File: src/rtl/olir_pkg.sv
// Shared types and constants for the ordered list block.
// No dependencies; the top, front end and back end import this package.
`default_nettype none

package olir_pkg;

  // Default sizes of the list store
  localparam int unsigned CapacityDef  = 16;
  localparam int unsigned DataWidthDef = 32;

  // Fixed widths of the result fields
  localparam int unsigned ValueW = 32;
  localparam int unsigned CountW = 5;

  // Depth of the command queue and of the result queue
  localparam int unsigned QueueDepth = 2;

  // Operation codes as they arrive on the input
  typedef enum logic [1:0] {
    OP_INSERT = 2'd0,
    OP_REMOVE = 2'd1,
    OP_LIST   = 2'd2,
    OP_NONE   = 2'd3
  } op_e;

  // Sequencer states of the back end
  typedef enum logic [1:0] {
    ST_IDLE,
    ST_PEEK,
    ST_WALK,
    ST_REPORT
  } back_state_e;

  // One result item
  typedef struct packed {
    logic [ValueW-1:0] entry_value;
    logic              entry_valid;
    logic              last_result;
    logic              found;
    logic              insert_refused;
    logic [CountW-1:0] entry_count;
  } res_t;

endpackage

`default_nettype wire

File: src/rtl/ordered_list_insert_remove_top.sv
// Top level of the ordered list: front end, back end and result queue.
// Depends on olir_pkg, olir_front, olir_back and olir_fifo.
//
//   Channel   Handshake          Accepted when       Payload
//   input     push / full        push && !full       operation_i, value_i
//   result    empty / pop        pop && !empty       entry_value_o ... entry_count_o
//
// Insert, an unused code, and remove or list-out on an empty list are
// handled straight from idle. Remove checks the newest entry first and
// otherwise walks the list store, as list-out does, one read port word a
// cycle; a full result queue holds the list-out walk. Reset clears the
// occupancy and all control state; stored entries are not cleared. A full
// result queue stalls the back end, and a full command queue holds full
// high; each side stalls on its own.
`default_nettype none

module ordered_list_insert_remove_top
  import olir_pkg::*;
#(
  parameter int unsigned CAPACITY   = CapacityDef,
  parameter int unsigned DATA_WIDTH = DataWidthDef
) (
  input  wire logic                     clk_i,
  input  wire logic                     rst_ni,
  input  wire logic                     push,
  output logic                          full,
  input  wire logic        [1:0]        operation_i,
  input  wire logic signed [ValueW-1:0] value_i,
  output logic                          empty,
  input  wire logic                     pop,
  output logic signed      [ValueW-1:0] entry_value_o,
  output logic                          entry_valid_o,
  output logic                          last_result_o,
  output logic                          found_o,
  output logic                          insert_refused_o,
  output logic             [CountW-1:0] entry_count_o
);

  logic                  cmd_valid, cmd_pop;
  op_e                   cmd_op;
  logic [DATA_WIDTH-1:0] cmd_value;
  logic                  res_push, res_full;
  res_t                  res_in, res_out;

  // Accept and classify items
  olir_front #(
    .DATA_WIDTH (DATA_WIDTH)
  ) u_front (
    .clk_i       (clk_i),
    .rst_ni      (rst_ni),
    .push        (push),
    .full        (full),
    .operation_i (operation_i),
    .value_i     (value_i),
    .cmd_valid_o (cmd_valid),
    .cmd_pop_i   (cmd_pop),
    .cmd_op_o    (cmd_op),
    .cmd_value_o (cmd_value)
  );

  // Carry out commands on the list store
  olir_back #(
    .CAPACITY   (CAPACITY),
    .DATA_WIDTH (DATA_WIDTH)
  ) u_back (
    .clk_i       (clk_i),
    .rst_ni      (rst_ni),
    .cmd_valid_i (cmd_valid),
    .cmd_op_i    (cmd_op),
    .cmd_value_i (cmd_value),
    .cmd_pop_o   (cmd_pop),
    .res_full_i  (res_full),
    .res_push_o  (res_push),
    .res_o       (res_in)
  );

  // Queue results for the consumer
  olir_fifo #(
    .WIDTH ($bits(res_t)),
    .DEPTH (QueueDepth)
  ) u_res_fifo (
    .clk_i   (clk_i),
    .rst_ni  (rst_ni),
    .push_i  (res_push),
    .full_o  (res_full),
    .data_i  (res_in),
    .pop_i   (pop),
    .empty_o (empty),
    .data_o  (res_out)
  );

  assign entry_value_o    = res_out.entry_value;
  assign entry_valid_o    = res_out.entry_valid;
  assign last_result_o    = res_out.last_result;
  assign found_o          = res_out.found;
  assign insert_refused_o = res_out.insert_refused;
  assign entry_count_o    = res_out.entry_count;

endmodule

`default_nettype wire

File: src/rtl/olir_ram.sv
// Generic single-write, single-read RAM with a registered read port.
// No dependencies.
`default_nettype none

module olir_ram #(
  parameter int unsigned WIDTH = 32,
  parameter int unsigned DEPTH = 16,
  localparam int unsigned AddrW = (DEPTH > 1) ? $clog2(DEPTH) : 1
) (
  input  wire logic             clk_i,
  input  wire logic             wr_en_i,
  input  wire logic [AddrW-1:0] wr_addr_i,
  input  wire logic [WIDTH-1:0] wr_data_i,
  input  wire logic             rd_en_i,
  input  wire logic [AddrW-1:0] rd_addr_i,
  output logic      [WIDTH-1:0] rd_data_o
);

  logic [WIDTH-1:0] mem_q [DEPTH];

  // Write one word
  always_ff @(posedge clk_i) begin
    if (wr_en_i) begin
      mem_q[wr_addr_i] <= wr_data_i;
    end
  end

  // Register the read word; hold it while no read is issued
  always_ff @(posedge clk_i) begin
    if (rd_en_i) begin
      rd_data_o <= mem_q[rd_addr_i];
    end
  end

endmodule

`default_nettype wire

File: src/rtl/olir_fifo.sv
// Small synchronous queue of flat words, used for commands and results.
// No dependencies.
`default_nettype none

module olir_fifo #(
  parameter int unsigned WIDTH = 8,
  parameter int unsigned DEPTH = 2
) (
  input  wire logic             clk_i,
  input  wire logic             rst_ni,
  input  wire logic             push_i,
  output logic                  full_o,
  input  wire logic [WIDTH-1:0] data_i,
  input  wire logic             pop_i,
  output logic                  empty_o,
  output logic      [WIDTH-1:0] data_o
);

  localparam int unsigned PtrW = (DEPTH > 1) ? $clog2(DEPTH) : 1;
  localparam int unsigned FillW = $clog2(DEPTH + 1);

  logic [WIDTH-1:0] mem_q [DEPTH];
  logic [PtrW-1:0]  wr_ptr_q, wr_ptr_d;
  logic [PtrW-1:0]  rd_ptr_q, rd_ptr_d;
  logic [FillW-1:0] fill_q, fill_d;
  logic             do_push, do_pop;

  function automatic logic [PtrW-1:0] next_ptr(input logic [PtrW-1:0] ptr);
    next_ptr = (ptr == PtrW'(DEPTH - 1)) ? '0 : ptr + PtrW'(1);
  endfunction

  assign full_o  = (fill_q == FillW'(DEPTH));
  assign empty_o = (fill_q == '0);
  assign data_o  = mem_q[rd_ptr_q];
  assign do_push = push_i && !full_o;
  assign do_pop  = pop_i && !empty_o;

  // Advance pointers and fill level
  always_comb begin
    wr_ptr_d = do_push ? next_ptr(wr_ptr_q) : wr_ptr_q;
    rd_ptr_d = do_pop ? next_ptr(rd_ptr_q) : rd_ptr_q;
    fill_d   = fill_q;
    if (do_push && !do_pop) begin
      fill_d = fill_q + FillW'(1);
    end else if (do_pop && !do_push) begin
      fill_d = fill_q - FillW'(1);
    end
  end

  always_ff @(posedge clk_i or negedge rst_ni) begin
    if (!rst_ni) begin
      wr_ptr_q <= '0;
      rd_ptr_q <= '0;
      fill_q   <= '0;
    end else begin
      wr_ptr_q <= wr_ptr_d;
      rd_ptr_q <= rd_ptr_d;
      fill_q   <= fill_d;
    end
  end

  // Store the pushed item
  always_ff @(posedge clk_i) begin
    if (do_push) begin
      mem_q[wr_ptr_q] <= data_i;
    end
  end

endmodule

`default_nettype wire

File: src/rtl/olir_front.sv
// Front end: accepts items, decodes the operation, sign-extends or trims the
// value to the stored width and queues the command. Depends on olir_pkg and olir_fifo.
`default_nettype none

module olir_front
  import olir_pkg::*;
#(
  parameter int unsigned DATA_WIDTH = DataWidthDef
) (
  input  wire logic                  clk_i,
  input  wire logic                  rst_ni,
  input  wire logic                  push,
  output logic                       full,
  input  wire logic [1:0]            operation_i,
  input  wire logic [ValueW-1:0]     value_i,
  output logic                       cmd_valid_o,
  input  wire logic                  cmd_pop_i,
  output op_e                        cmd_op_o,
  output logic      [DATA_WIDTH-1:0] cmd_value_o
);

  localparam int unsigned CmdW = 2 + DATA_WIDTH;

  logic [ValueW+DATA_WIDTH-1:0] value_ext;
  op_e                          op_dec;
  logic [CmdW-1:0]              cmd_in, cmd_out;
  logic                         cmd_empty;

  // Classify the operation and keep the low DATA_WIDTH bits of the value
  assign op_dec    = op_e'(operation_i);
  assign value_ext = {{DATA_WIDTH{value_i[ValueW-1]}}, value_i};
  assign cmd_in    = {op_dec, value_ext[DATA_WIDTH-1:0]};

  olir_fifo #(
    .WIDTH (CmdW),
    .DEPTH (QueueDepth)
  ) u_cmd_fifo (
    .clk_i   (clk_i),
    .rst_ni  (rst_ni),
    .push_i  (push),
    .full_o  (full),
    .data_i  (cmd_in),
    .pop_i   (cmd_pop_i),
    .empty_o (cmd_empty),
    .data_o  (cmd_out)
  );

  // Unpack the queued command
  assign cmd_valid_o = !cmd_empty;
  assign cmd_op_o    = op_e'(cmd_out[CmdW-1:DATA_WIDTH]);
  assign cmd_value_o = cmd_out[DATA_WIDTH-1:0];

endmodule

`default_nettype wire

File: src/rtl/olir_back.sv
// Back end: runs queued commands on the list store, walking the entries one a
// cycle for remove and list-out (if results fit). Depends on olir_pkg, olir_ram.
`default_nettype none

module olir_back
  import olir_pkg::*;
#(
  parameter int unsigned CAPACITY   = CapacityDef,
  parameter int unsigned DATA_WIDTH = DataWidthDef
) (
  input  wire logic                  clk_i,
  input  wire logic                  rst_ni,
  input  wire logic                  cmd_valid_i,
  input  wire op_e                   cmd_op_i,
  input  wire logic [DATA_WIDTH-1:0] cmd_value_i,
  output logic                       cmd_pop_o,
  input  wire logic                  res_full_i,
  output logic                       res_push_o,
  output res_t                       res_o
);

  localparam int unsigned CntW = $clog2(CAPACITY + 1);
  localparam int unsigned IdxW = (CAPACITY > 1) ? $clog2(CAPACITY) : 1;

  back_state_e           state_q, state_d;
  logic [CntW-1:0]       count_q, count_d;
  logic [CntW-1:0]       idx_q, idx_d;
  logic [CntW-1:0]       pidx_q, pidx_d;
  logic                  pend_q, pend_d;
  logic                  found_q, found_d;
  op_e                   op_q, op_d;
  logic [DATA_WIDTH-1:0] value_q, value_d;

  logic                  ram_we, ram_re;
  logic [IdxW-1:0]       ram_waddr, ram_raddr;
  logic [DATA_WIDTH-1:0] ram_wdata, ram_rdata;

  logic                  is_list, consume, issue, walk_last, rd_match;
  logic                  start_walk, single;
  logic [CntW-1:0]       newest_idx, pidx_prev, res_cnt;
  logic [CntW+CountW-1:0]        cnt_ext;
  logic [DATA_WIDTH+ValueW-1:0]  val_ext;

  olir_ram #(
    .WIDTH (DATA_WIDTH),
    .DEPTH (CAPACITY)
  ) u_store (
    .clk_i     (clk_i),
    .wr_en_i   (ram_we),
    .wr_addr_i (ram_waddr),
    .wr_data_i (ram_wdata),
    .rd_en_i   (ram_re),
    .rd_addr_i (ram_raddr),
    .rd_data_o (ram_rdata)
  );

  // Walk control: a pending read word is used at once on remove, on list-out once the result side allows
  assign is_list    = (op_q == OP_LIST);
  assign consume    = (state_q == ST_WALK) && pend_q && (!is_list || !res_full_i);
  assign issue      = (state_q == ST_WALK) && (idx_q < count_q) && (!pend_q || consume);
  assign newest_idx = count_q - CntW'(1);
  assign pidx_prev  = pidx_q - CntW'(1);
  assign walk_last  = consume && (pidx_q == newest_idx);
  assign rd_match   = (ram_rdata == value_q);

  // Remove and list-out on a non-empty list need a walk; all else is one step
  assign start_walk = (state_q == ST_IDLE) && cmd_valid_i && (count_q != '0) &&
                      ((cmd_op_i == OP_REMOVE) || (cmd_op_i == OP_LIST));
  assign single     = (state_q == ST_IDLE) && cmd_valid_i && !start_walk;

  // Widen the count and the entry for the fixed-width result fields
  assign cnt_ext = {{CountW{1'b0}}, res_cnt};
  assign val_ext = {{ValueW{ram_rdata[DATA_WIDTH-1]}}, ram_rdata};

  // Next state
  always_comb begin
    state_d = state_q;
    case (state_q)
      ST_IDLE: begin
        if (start_walk) begin
          state_d = (cmd_op_i == OP_REMOVE) ? ST_PEEK : ST_WALK;
        end
      end
      ST_PEEK: begin
        state_d = rd_match ? ST_REPORT : ST_WALK;
      end
      ST_WALK: begin
        if (walk_last) begin
          state_d = is_list ? ST_IDLE : ST_REPORT;
        end
      end
      ST_REPORT: begin
        if (!res_full_i) begin
          state_d = ST_IDLE;
        end
      end
      default: state_d = ST_IDLE;
    endcase
  end

  // Datapath, store access and result formation
  always_comb begin
    count_d    = count_q;
    idx_d      = idx_q;
    pidx_d     = pidx_q;
    pend_d     = pend_q;
    found_d    = found_q;
    op_d       = op_q;
    value_d    = value_q;
    cmd_pop_o  = 1'b0;
    res_push_o = 1'b0;
    ram_we     = 1'b0;
    ram_waddr  = count_q[IdxW-1:0];
    ram_wdata  = cmd_value_i;
    ram_re     = 1'b0;
    ram_raddr  = idx_q[IdxW-1:0];
    res_cnt    = count_q;
    res_o      = '0;

    case (state_q)
      ST_IDLE: begin
        if (single && !res_full_i) begin
          cmd_pop_o         = 1'b1;
          res_push_o        = 1'b1;
          res_o.last_result = 1'b1;
          if (cmd_op_i == OP_INSERT) begin
            if (count_q == CntW'(CAPACITY)) begin
              res_o.insert_refused = 1'b1;
            end else begin
              ram_we  = 1'b1;
              count_d = count_q + CntW'(1);
              res_cnt = count_d;
            end
          end
        end
        if (start_walk) begin
          cmd_pop_o = 1'b1;
          op_d      = cmd_op_i;
          value_d   = cmd_value_i;
          found_d   = 1'b0;
          pend_d    = 1'b0;
          idx_d     = '0;
          // Remove compares the newest entry first
          if (cmd_op_i == OP_REMOVE) begin
            ram_re    = 1'b1;
            ram_raddr = newest_idx[IdxW-1:0];
          end
        end
      end
      ST_PEEK: begin
        // Newest entry matches: drop it, no shift needed
        if (rd_match) begin
          found_d = 1'b1;
          count_d = count_q - CntW'(1);
        end
      end
      ST_WALK: begin
        if (issue) begin
          ram_re = 1'b1;
          idx_d  = idx_q + CntW'(1);
          pend_d = 1'b1;
          pidx_d = idx_q;
        end else if (consume) begin
          pend_d = 1'b0;
        end
        if (consume) begin
          if (is_list) begin
            res_push_o        = 1'b1;
            res_o.entry_valid = 1'b1;
            res_o.entry_value = val_ext[ValueW-1:0];
            res_o.last_result = walk_last;
          end else if (found_q) begin
            // Close the gap: move each later entry down by one
            ram_we    = 1'b1;
            ram_waddr = pidx_prev[IdxW-1:0];
            ram_wdata = ram_rdata;
          end else if (rd_match) begin
            found_d = 1'b1;
          end
        end
        if (walk_last && !is_list && found_d) begin
          count_d = count_q - CntW'(1);
        end
      end
      ST_REPORT: begin
        if (!res_full_i) begin
          res_push_o        = 1'b1;
          res_o.last_result = 1'b1;
          res_o.found       = found_q;
        end
      end
      default: begin
      end
    endcase

    res_o.entry_count = cnt_ext[CountW-1:0];
  end

  always_ff @(posedge clk_i or negedge rst_ni) begin
    if (!rst_ni) begin
      state_q <= ST_IDLE;
      count_q <= '0;
      idx_q   <= '0;
      pidx_q  <= '0;
      pend_q  <= 1'b0;
      found_q <= 1'b0;
      op_q    <= OP_NONE;
    end else begin
      state_q <= state_d;
      count_q <= count_d;
      idx_q   <= idx_d;
      pidx_q  <= pidx_d;
      pend_q  <= pend_d;
      found_q <= found_d;
      op_q    <= op_d;
    end
  end

  // Hold the value under search
  always_ff @(posedge clk_i) begin
    value_q <= value_d;
  end

endmodule

`default_nettype wire
File: config.mk
export PLATFORM = sky130hd
export DESIGN_NAME = ordered_list_insert_remove_top
export DESIGN_NICKNAME = d
export VERILOG_FILES = /design/src/rtl/olir_pkg.sv /design/src/rtl/ordered_list_insert_remove_top.sv /design/src/rtl/olir_ram.sv /design/src/rtl/olir_fifo.sv /design/src/rtl/olir_front.sv /design/src/rtl/olir_back.sv
export SDC_FILE = /design/constraint.sdc
export NUM_CORES = 1
export LEC_CHECK = 0
export BUFFER_PORTS_ARGS = -buffer_cell sky130_fd_sc_hd__buf_2
export CAP_MARGIN = 5
export CORE_ASPECT_RATIO = 1.2
export CORE_MARGIN = 4
export CORE_UTILIZATION = 62
export DETAILED_ROUTE_END_ITERATION = 12
export PLACE_DENSITY = 0.79
export SYNTH_ARGS = -nofsm -noshare
export SYNTH_HDL_FRONTEND = slang
export SYNTH_HIERARCHICAL = 1
export SYNTH_SLANG_ARGS = --single-unit
File: constraint.sdc
create_clock -name clk_i -period 6.1 [get_ports clk_i]
set_input_delay 0.61 -clock clk_i [delete_from_list [all_inputs] [get_ports clk_i]]
set_output_delay 0.61 -clock clk_i [all_outputs]
set_load 0.01 [all_outputs]
==> key figures <==
Layout
  • Area Overhead vs Synth: 12.0%
  • N_diodes: 0
  • Fraction of layout cells with a size suffix above 1: 30.5%
  • # fillers: 2,759
  • Post-layout instance area: 0.0335 sq mm
  • Final #Nets: 1,639
  • Commonest non-fill, non-tap cells in the layout: 726 x edfxtp_1, 128 x mux4_2, 80 x buf_2, 73 x clkbuf_16, 68 x mux2_4
  • Commonest non-fill, non-tap cell in the layout: edfxtp_1

Synth
  • Number of synthesized flops with an enable pin: 726
  • Synth Warn #: 6
  • Seq/Total Area, Yosys: 75.2%
  • Top FF cell, synth: edfxtp_1
  • #FFs+latches synth: 755
  • Async SR Flop Fraction: 3.84%
  • Mapped Avg Cell Area: 20.4 sq um
  • Syn Std Cell Area: 0.0300 sq mm
  • Distinct cell type count after synthesis: 55
  • Mapped Cells: 1,468
  • Syn_nets: 1,522

Setup path
  • Most used cell, CP: inv_1
  • Setup crit start kind: register
  • CP bufs+invs: 4
  • Crit-path slowest cell: and2_1
  • Slowest stage delay, CP: 0.89 ns
  • Critical Path AT: 5.08 ns
  • CP endpoint kind: register
  • Cell family with most CP delay: simple AND/OR/NAND/NOR gates
  • Required @ worst endpoint: 6.56 ns
  • Max FO, Critical Path: 18
  • Setup CP Type: reg2reg
  • Crit path cell chain: mux2_4, inv_1, ha_1, inv_1, a31oi_1, nand3_1, inv_1, nand2_1, o21ai_0, and2_1, buf_4, a22oi_1, nand2_1

Timing
  • Endpoints failing hold: 0
  • Max-slew violations: 0
  • Period utilisation layout: 75.8%
  • RSZ-0062 raised after global routing: no
  • # setup viols final: 0
  • Clock skew: 0.0189 ns
  • Max_slew headroom: 14.7%
  • Max Freq: 216 MHz
  • Post-route minimum period: 4.62 ns
  • Post-Route Setup TNS: 0 ns
  • Worst Max-Slew Pin Slew: 1.28 ns

Clocking
  • TritonCTS Buffers: 69
  • Clk slew on worst S/H paths: 0.06 ns
  • CTS Root Buffer Type: clkbuf_16
  • CTS Hold Buffers Added: 0
  • CTS tree: yes
  • H-tree levels: 3
  • Setup Fix Bufs, Post-CTS: 0
  • Worst skew pair latency: 0.61 ns
  • CTS sink cnt: 755
  • Max Buffers Root-to-Sink: 3
  • PostCTS Resize Cnt: 0

Global routing
  • Vias in the first global route: 15,000
  • Largest net degree at the start of global routing: 79
  • Initial antenna violation count: 2
  • GRT Residual Overflow: 0
  • GRT Total Usage: 25.9%
  • First-pass GRT wire length: 99.5 mm

Floorplan
  • Placeable Area: 0.0479 sq mm
  • Die height: 249 um
  • Die area: 0.0519 sq mm
  • Die W: 209 um
  • Starting Density: 62.6%
  • Number of top-level pins: 81
  • FP Rows: 88

Power
  • Power density cells: 514 mW/mm^2
  • VDD IR max: 0.424 mV
  • P_leak: 11.2 nW

Worst hold path
  • Worst Hold Class: in2async

Placed design
  • IO Port Bufs: 80
  • Area post-placement: 0.0312 sq mm
  • DP HPWL: 39.1 mm
  • Final GP Congestion: 0.887

Drt
  • First-pass DRT Iterations: 5
  • Routed wire per std cell: 29.6 um
  • Vias per cell: 6.53
  • ANT nets after route: 0
  • Drc violations: 0
  • Routed WL: 67.2 mm
  • First DRT Iteration DRCs: 1,906
  • Via count: 14,800

Job
  • Maxcap violations: 0

Status
  • Status: finished clean
==> cell type report <==
cell class | instances | area, sq um | share of cell area [%]
clock inverters | 43 | 467 | 1.39
multi-input cells | 619 | 7070 | 21.1
well taps | 630 | 788 | 2.35
repair buffers | 113 | 698 | 2.08
clock buffers | 83 | 1890 | 5.65
inverters | 27 | 101 | 0.302
flip-flops and latches | 755 | 22500 | 67.2
==> worst paths after layout <==
check | start | endpoint | slack (ns) | cells past startpoint
max | u_front/u_cmd_fifo/rd_ptr_q | u_back/u_store/rd_data_o[6] | 1.48 | 13
min | rst_ni | u_front/u_cmd_fifo/wr_ptr_q | 0.07 | 1
max reg2reg | u_front/u_cmd_fifo/rd_ptr_q | u_back/u_store/rd_data_o[6] | 1.48 | 13
min reg2reg | u_back/op_q[0] | u_back/op_q[0] | 0.50 | 2
max in group asynchronous | rst_ni | u_front/u_cmd_fifo/rd_ptr_q | 5.52 | 1
min in group clk_i | value_i[28] | u_front/u_cmd_fifo/mem_q[1][28] | 0.19 | 1
==> sequential cells by signal, summed over array words and instances (netlist names), 5 cells and up <==
register,count
u_front/u_cmd_fifo/mem_q,68
u_back/count_q,5
u_back/idx_q,5
u_back/value_q,32
u_back/pidx_q,5
u_back/u_store/mem_q,512
u_back/u_store/rd_data_o,32
u_res_fifo/mem_q,82
==> cell families (layout without fill, tap and decap cells) <==
logic type      after synthesis  count (layout)  share of synthesized area (%)
simple gates                185             185                           3.15
buf+inv                      94             266                           1.77
flops                       755             755                           75.2
mux                         244             244                           14.8
fa+ha+maj                    16              16                          0.668
compound gates              116             116                           2.71
xor+xnor                     58              58                           1.70
==> synthesized netlist by cell type (10+ instances only) <==
cell	instances	area, sq um
dfrtp_1	27	676
inv_1	27	101
mux4_2	128	2880
and2_1	34	213
o21ai_0	22	110
buf_1	11	41.3
nor2_1	26	97.6
nor4_1	10	62.6
a22oi_1	65	488
edfxtp_1	726	21800
xnor2_1	19	166
ha_1	16	200
mux2_4	68	1020
clkbuf_1	28	105
nand3_1	11	55.1
buf_4	10	75.1
xor2_1	39	342
nand2_1	62	233
mux2_2	45	507
==> layer usage <==
| layer | up-vias | wire (um) | track usage [%] |
|---|---|---|---|
| met5 | - | 0 | 0 |
| met4 | 0 | 2170 | 8.77 |
| met3 | 128 | 6330 | 4.70 |
| met2 | 914 | 34000 | 43.0 |
| met1 | 7621 | 24600 | 35.5 |
| li1 | 6155 | - | - |
==> per-stage QoR <==
| step | power (mW) | setup WS [ns] | cells | hold WS (ns) | utilization [%] |
|---|---|---|---|---|---|
| global placement | 12.7 | 1.69 | 2144 | 0.481 | 65.1 |
| CTS | 17.3 | 1.54 | 2270 | 0.0699 | 70.0 |
| global route | 18.0 | 1.09 | 2270 | 0.105 | 70.0 |
| floorplan | 11.2 | 0.898 | 1468 | 0.314 | - |
| finish | 17.2 | 1.48 | 2270 | 0.0719 | 70.0 |
| detailed placement | 12.8 | 1.54 | 2144 | 0.498 | 65.1 |
==> power breakdown <==
part | total [mW] | switching (mW) | internal [mW]
Sequential | 7.52 | 0.482 | 7.04
Clock | 4.46 | 1.88 | 2.58
Combinational | 5.26 | 3.11 | 2.15
Total | 17.2 | 5.47 | 11.8
Note: power is estimated with default switching activity, not from simulation.
